[config.mk]
export PLATFORM = sky130hd
export DESIGN_NAME = qau_sqrt
export DESIGN_NICKNAME = d
export VERILOG_FILES = /design/src/design/qau_pkg.sv /design/src/design/qau_sqrt.sv
export SDC_FILE = /design/constraint.sdc
export NUM_CORES = 2
export LEC_CHECK = 0
export BUFFER_PORTS_ARGS = -buffer_cell sky130_fd_sc_hd__buf_2
export CAP_MARGIN = 20
export CORE_UTILIZATION = 35
export DETAILED_ROUTE_END_ITERATION = 8
export GPL_ROUTABILITY_DRIVEN = 0
export SYNTH_ARGS = -nofsm -noshare
export SYNTH_HDL_FRONTEND = slang
export SYNTH_MEMORY_MAX_BITS = 65536
export SYNTH_SLANG_ARGS = --single-unit
[constraint.sdc]
create_clock -name clk -period 3.7 [get_ports clk]
set_input_delay 0.185 -clock clk [delete_from_list [all_inputs] [get_ports clk]]
set_output_delay 0.185 -clock clk [all_outputs]
set_load 0.005 [all_outputs]
[src/design/qau_pkg.sv]
package qau_pkg;

	// number format
	localparam int FRAC_BITS = 14;
	localparam int PROD_W = 32;
	localparam int SUM_W = 36;
	localparam int SQ_W = 33;
	localparam int LEN_W = 17;
	localparam int QW = FRAC_BITS + 1;
	localparam int SQ_N = 17;

	typedef logic signed [15:0] q_t;
	typedef logic signed [PROD_W-1:0] prod_t;
	typedef logic signed [SUM_W-1:0] sum_t;

	// operation codes
	localparam logic [2:0] F_QMUL = 3'd0;
	localparam logic [2:0] F_QVMUL = 3'd1;
	localparam logic [2:0] F_SCALE = 3'd2;
	localparam logic [2:0] F_CONJ = 3'd3;
	localparam logic [2:0] F_NORM = 3'd4;
	localparam logic [2:0] F_MAT = 3'd5;
	localparam logic [2:0] F_EQ = 3'd6;

	// symmetric product slots
	localparam int P_XX = 0;
	localparam int P_YY = 1;
	localparam int P_ZZ = 2;
	localparam int P_WW = 3;
	localparam int P_XY = 4;
	localparam int P_XZ = 5;
	localparam int P_YZ = 6;
	localparam int P_WX = 7;
	localparam int P_WY = 8;
	localparam int P_WZ = 9;
	localparam int NSP = 10;

	localparam sum_t ONE = sum_t'(1) <<< (2 * FRAC_BITS);

	typedef struct packed {
		logic [2:0] func;
		q_t [3:0] a;
		q_t [3:0] b;
		q_t scale;
	} in_t;

	// payload carried alongside the normalize pipe
	typedef struct packed {
		q_t [8:0] res;
		q_t [3:0] comp;
		logic eq;
		logic sat;
		logic norm;
	} side_t;

	typedef struct packed {
		logic sat;
		q_t val;
	} rnd_t;

	function automatic prod_t mul(input q_t x, input q_t y);
		prod_t p;
		p = x * y;
		return p;
	endfunction

	function automatic sum_t ext(input prod_t p);
		return {{(SUM_W-PROD_W){p[PROD_W-1]}}, p};
	endfunction

	// round half up to FRAC_BITS fraction bits, then clamp
	function automatic rnd_t rnd(input sum_t v);
		logic signed [SUM_W:0] t;
		logic signed [SUM_W-FRAC_BITS:0] q;
		rnd_t r;
		t = (SUM_W+1)'(v) + ((SUM_W+1)'(1) <<< (FRAC_BITS - 1));
		q = (SUM_W-FRAC_BITS+1)'(t >>> FRAC_BITS);
		if (q > (SUM_W-FRAC_BITS+1)'(32767)) begin
			r = '{sat: 1'b1, val: 16'sh7fff};
		end else if (q < -(SUM_W-FRAC_BITS+1)'(32768)) begin
			r = '{sat: 1'b1, val: 16'sh8000};
		end else begin
			r = '{sat: 1'b0, val: q[15:0]};
		end
		return r;
	endfunction

	function automatic rnd_t neg_sat(input q_t v);
		rnd_t r;
		if (v == 16'sh8000) begin
			r = '{sat: 1'b1, val: 16'sh7fff};
		end else begin
			r = '{sat: 1'b0, val: -v};
		end
		return r;
	endfunction

endpackage

[src/design/qau_sqrt.sv]
module qau_sqrt (
	input logic clk,
	input logic arst_n,
	input logic en,
	input logic in_valid,
	input logic [qau_pkg::SQ_W-1:0] sumsq,
	input qau_pkg::side_t in_side,
	output logic out_valid,
	output logic [qau_pkg::LEN_W-1:0] len,
	output qau_pkg::side_t out_side
);

	localparam int RAD_W = 2 * qau_pkg::SQ_N;
	localparam int REM_W = qau_pkg::LEN_W + 1;

	logic v_s [qau_pkg::SQ_N];
	logic [REM_W-1:0] rem_s [qau_pkg::SQ_N];
	logic [qau_pkg::LEN_W-1:0] root_s [qau_pkg::SQ_N];
	logic [RAD_W-1:0] rad_s [qau_pkg::SQ_N];
	qau_pkg::side_t side_s [qau_pkg::SQ_N];

	// one root bit per stage, two radicand bits consumed
	for (genvar k = 0; k < qau_pkg::SQ_N; k++) begin : g_step
		logic v_i;
		logic [REM_W-1:0] rem_i;
		logic [qau_pkg::LEN_W-1:0] root_i;
		logic [RAD_W-1:0] rad_i;
		qau_pkg::side_t side_i;
		logic [REM_W+1:0] acc;
		logic [REM_W+1:0] trial;

		if (k == 0) begin : g_first
			assign v_i = in_valid;
			assign rem_i = '0;
			assign root_i = '0;
			assign rad_i = RAD_W'(sumsq);
			assign side_i = in_side;
		end else begin : g_next
			assign v_i = v_s[k-1];
			assign rem_i = rem_s[k-1];
			assign root_i = root_s[k-1];
			assign rad_i = rad_s[k-1];
			assign side_i = side_s[k-1];
		end

		assign acc = {rem_i, rad_i[RAD_W-1-2*k -: 2]};
		assign trial = {1'b0, root_i, 2'b01};

		always_ff @(posedge clk or negedge arst_n) begin
			if (!arst_n) begin
				v_s[k] <= 1'b0;
			end else if (en) begin
				v_s[k] <= v_i;
			end
		end

		always_ff @(posedge clk) begin
			if (en) begin
				if (acc >= trial) begin
					rem_s[k] <= REM_W'(acc - trial);
					root_s[k] <= {root_i[qau_pkg::LEN_W-2:0], 1'b1};
				end else begin
					rem_s[k] <= acc[REM_W-1:0];
					root_s[k] <= {root_i[qau_pkg::LEN_W-2:0], 1'b0};
				end
				rad_s[k] <= rad_i;
				side_s[k] <= side_i;
			end
		end
	end

	assign out_valid = v_s[qau_pkg::SQ_N-1];
	assign len = root_s[qau_pkg::SQ_N-1];
	assign out_side = side_s[qau_pkg::SQ_N-1];

endmodule

==> impl_summary.md <==
Critical path
On the critical path, the stage with the largest delay is an instance of and4b_1. The signal on the critical path passes through ha_1 -> nor2b_1 -> o31a_1 -> o31ai_1 -> and4b_1 -> inv_2 -> mux2_1. The critical path data arrival time is 3.83 ns. The kind of launch point of the worst setup path is a flop. The endpoint required time on the critical path is 4.39 ns. Along the worst path, the maximum fanout reaches 15. The type of destination of the critical path is a flop. The setup path with the least slack is of type flop to flop.

On the worst path, the slowest cell contributes a delay of 0.67 ns.

Timing
Once routing completed, OpenROAD measured the worst setup slack at 0.5630 ns. The number of max-slew violations in the final report is 0. Setup repair after global routing left no endpoint under its margin.

For this run, the top clock speed supported by timing is 0.3188 GHz. The slew at the pin closest to its max-slew limit is 1.112 ns. The total negative setup slack is 0 ns.

The hold violation count in the final report is 0. After layout, the worst path uses 84.78% of the clock period. The minimum period implied by the final worst setup slack is 3.137 ns. Setup violations remaining at the end of the flow were counted as 0. The tightest slew margin relative to the limit is 25.84%. The setup clock skew after layout is 0.07164 ns.

Floorplan
The die covers 405200 sq um. The number of cell rows is 232. The region available for standard cell placement spans 400000 sq um.

The die is 636.6 um tall. The initial core utilization is 35.23%. The number of ports placed on the die boundary is 477.

The overall die width is 636.6 um.

Power
The power density normalized to cell area is 629.7 nW/um^2. IR analysis of the VDD net gives a maximum drop of 636.5 uV. Summed over all cells, the static leakage comes to 59.14 nW.

Cells and area
The area growth from synthesis to layout is 20.51%. In the final design database the tool counted 7939 nets. The core utilization of the finished layout is 42.46%. Counting the fill cells in the layout gives 33.97k. The fraction of final layout cells sized beyond drive strength 1 is 16.02%.

Clocking
The maximum count of clock buffers along a single path is 4. The clock net sink count is 4294. In this run the post-CTS setup repair buffer count came out at 0. The level count of the clock H-tree is 5. The total CTS buffers is 436. After clock tree synthesis, the clock-pin slew on the worst setup and hold paths is 0.06 ns. The insertion delay to the later sink of the worst-skew pair is 0.96 ns. The clock tree from TritonCTS is built. The cell sitting at the root of the clock tree is a clkbuf_16.

Drt
Dividing the detail-routed wire length by the instance count gives 15.90 um. The number of vias per cell after detailed routing is 4.393. The total met2 wirelength after detailed routing is 104.0 mm. The number of iterations in the first detailed-routing pass is 6.

After detailed routing, the met3 layer carries 9.971 mm of wire. The post-detailed-route count of antenna-violating nets is 0. Detailed routing inserted a total of 57.79k vias. In this run the top signal layer used is met5. The overall routed net length is 209.1 mm. For this run, design rule violations remaining after detail routing come to 0. The initial detailed-routing violation count is 5011. The met1 wire length is 87.78 mm.

Logic synthesis
Synthesis inferred 4294 register bits. A synthesized cell averages 23.01 sq um. For this run, the leading register cell type out of synthesis is edfxtp_1. The number of distinct library cells after synthesis is 86.

Counting flops with a built-in enable in the synthesized netlist gives 4276. Yosys printed 0 warnings. The proportion of synthesized chip area in sequential cells is 91.43%. The post-synthesis instance area is 140900 sq um.

The fraction of synthesis flops using an asynchronous set or reset pin is 0.3959%. The cell count after synthesis came out at 6126. The post-synth net total is 6545.

Global route
The global-route total usage across every layer is 9.930%. The number of global-route vias before repair is 58.85k. The global-route wire length before repair is 325.2 mm. Entering global routing, the biggest net connects 194 pins. The residual overflow from global routing is 0.

The initial antenna violation count is 14.

Flow run
Across the run, the number of max-cap violations was 0.

Placement
After legalization and detailed placement, the total HPWL measured 117.3 mm. The worst slack at placement is 0.6050 ns. Buffers placed on the I/O ports in this run total 476.

Status
The run finished with clean final reports.

Worst hold path
The type of the worst min-delay path is input pin to flop.
==> where the power goes <==
group / switching, W / internal (W) / leakage [nW]
registers: 0.00116 / 0.0574 / 41.9
clock network: 0.0181 / 0.0255 / 7.03
logic: 0.00284 / 0.00197 / 10.2
total: 0.0221 / 0.0848 / 59.1
==> what timing repair did <==
action                    4_1_cts  5_1_grt
hold buffers                  486        0
gates resized for setup         0        0
hold endpoints to repair      785        0
==> critical path, delay by kind of cell, from the launching register on <==
kind	cells	cell delay [ns]
buffers and inverters	1	0.08
DFF	1	0.41
AOI/OAI and AO/OA	2	0.83
and+or+nand+nor	2	0.85
adders and majority gates	1	0.39
muxes	1	0.32
==> registers in the layout, indices dropped and copies added (netlist names) <==
name / cells
g_step.v_i: 16
out_valid: 1
rad_s: 272
rem_s: 265
root_s: 153
side_s: 3587
==> cells in the mapped netlist (6+ instances only) <==
library cell	n	area [sq um]
o21ai_0	105	525.5
o31ai_1	20	150.1
nor2b_1	15	93.84
and4_1	7	61.31
mux2_2	63	709.4
a211oi_1	28	210.2
clkbuf_1	44	165.2
a21o_1	41	307.8
nand2b_1	27	168.9
edfxtp_1	4276	128400
a31o_2	6	52.55
or2_2	10	62.56
nand3_1	51	255.2
buf_2	17	85.08
a21oi_1	139	695.7
o2111ai_1	6	52.55
o211ai_1	18	135.1
or3_1	18	112.6
o21a_1	38	285.3
ha_1	171	2140
nor2_1	168	630.6
o31a_1	9	78.83
nand4b_1	10	87.58
nor4_1	38	237.7
nand4_1	19	118.9
nand3b_1	8	60.06
nor3_1	75	375.4
inv_1	206	773.2
and2_1	9	56.30
dfrtp_1	17	425.4
a21boi_0	9	67.56
and3_1	8	50.05
xor2_1	94	823.3
mux2i_1	11	110.1
xnor2_1	90	788.3
or4_1	17	127.6
a2111oi_0	7	61.31
o21bai_1	19	142.6
nand2_1	128	480.5
==> metrics by stage <==
stage	hold slack (ns)	power (W)	std cells	instance area, sq um
finish	0.1043	0.1069	13150	169800
global route	0.02914	0.1111	13150	169800
CTS	0.003690	0.1086	13150	169700
detailed placement	0.1244	0.06391	11860	150400
global placement	0.1095	0.06352	11860	150400
floorplan	-0.1106	0.06143	6126	140900
==> worst paths after layout <==
check	start	endpoint	slack [ns]	cells past startpoint
worst max register to register	rem_s[6][0]	rem_s[7][8]	0.56	7
worst min-delay path	in_side[107]	side_s[0][107]	0.10	2
min in group asynchronous	arst_n	g_step[6].v_i	0.36	3
worst max-delay path	rem_s[6][0]	rem_s[7][8]	0.56	7
worst min register to register	side_s[0][2465]	side_s[0][2676]	0.37	0
max in group asynchronous	arst_n	g_step[7].v_i	2.88	3
==> placed cells by master, fill, tap and decap left out, types with 10 or more instances in the layout <==
cell,instances
edfxtp_1,4276
or3_1,18
clkbuf_1,70
clkinvlp_4,15
clkbuf_16,440
clkinv_16,18
nand3_1,51
nand2_1,128
nor4_1,38
buf_12,25
clkinv_1,108
a21oi_1,139
xnor2_1,90
bufinv_16,50
xor2_1,94
buf_2,475
o31ai_1,20
clkinv_2,76
o21a_1,38
nand4b_1,10
nand4_1,19
nor2b_1,15
mux2i_1,11
a211oi_1,28
buf_4,33
ha_1,171
or2_2,10
nor2_1,168
nand2b_1,27
o211ai_1,18
a21o_1,41
dfrtp_1,17
or4_1,17
o21ai_0,105
o21bai_1,19
dlygate4sd3_1,486
inv_1,206
mux2_2,63
inv_6,10
nor3_1,75
==> cells by family (layout without fill, tap and decap cells) <==
group | Yosys count | after routing | share of synthesized area (%)
AND/OR/NAND/NOR | 632 | 632 | 2.295
AO/OA/AOI/OAI | 492 | 492 | 2.246
multiplexers | 77 | 77 | 0.6108
other | 0 | 4 | 0
adder cells (fa/ha/maj) | 171 | 171 | 1.518
flip-flops | 4294 | 4294 | 91.43
XOR/XNOR | 184 | 184 | 1.144
buffers and inverters | 276 | 2035 | 0.7591
==> layout make-up <==
| class | count | area [sq um] | area share (%) |
|---|---|---|---|
| flip-flops and latches | 4294 | 128800 | 75.87 |
| clock buffers | 515 | 11340 | 6.679 |
| multi-input cells | 1556 | 11020 | 6.488 |
| repair buffers | 1022 | 8073 | 4.753 |
| well taps | 5265 | 6588 | 3.879 |
| clock inverters | 288 | 3163 | 1.862 |
| inverters | 210 | 788.3 | 0.4641 |
| diodes | 4 | 10.01 | 0.005894 |
==> per-layer routing <==
metal / track usage, % / vias up
met5: 0 / -
met4: 3.955 / 4
met3: 1.943 / 548
met2: 17.01 / 1458
met1: 12.37 / 28700
li1: - / 27080
Note: power is estimated with default switching activity, not from simulation.
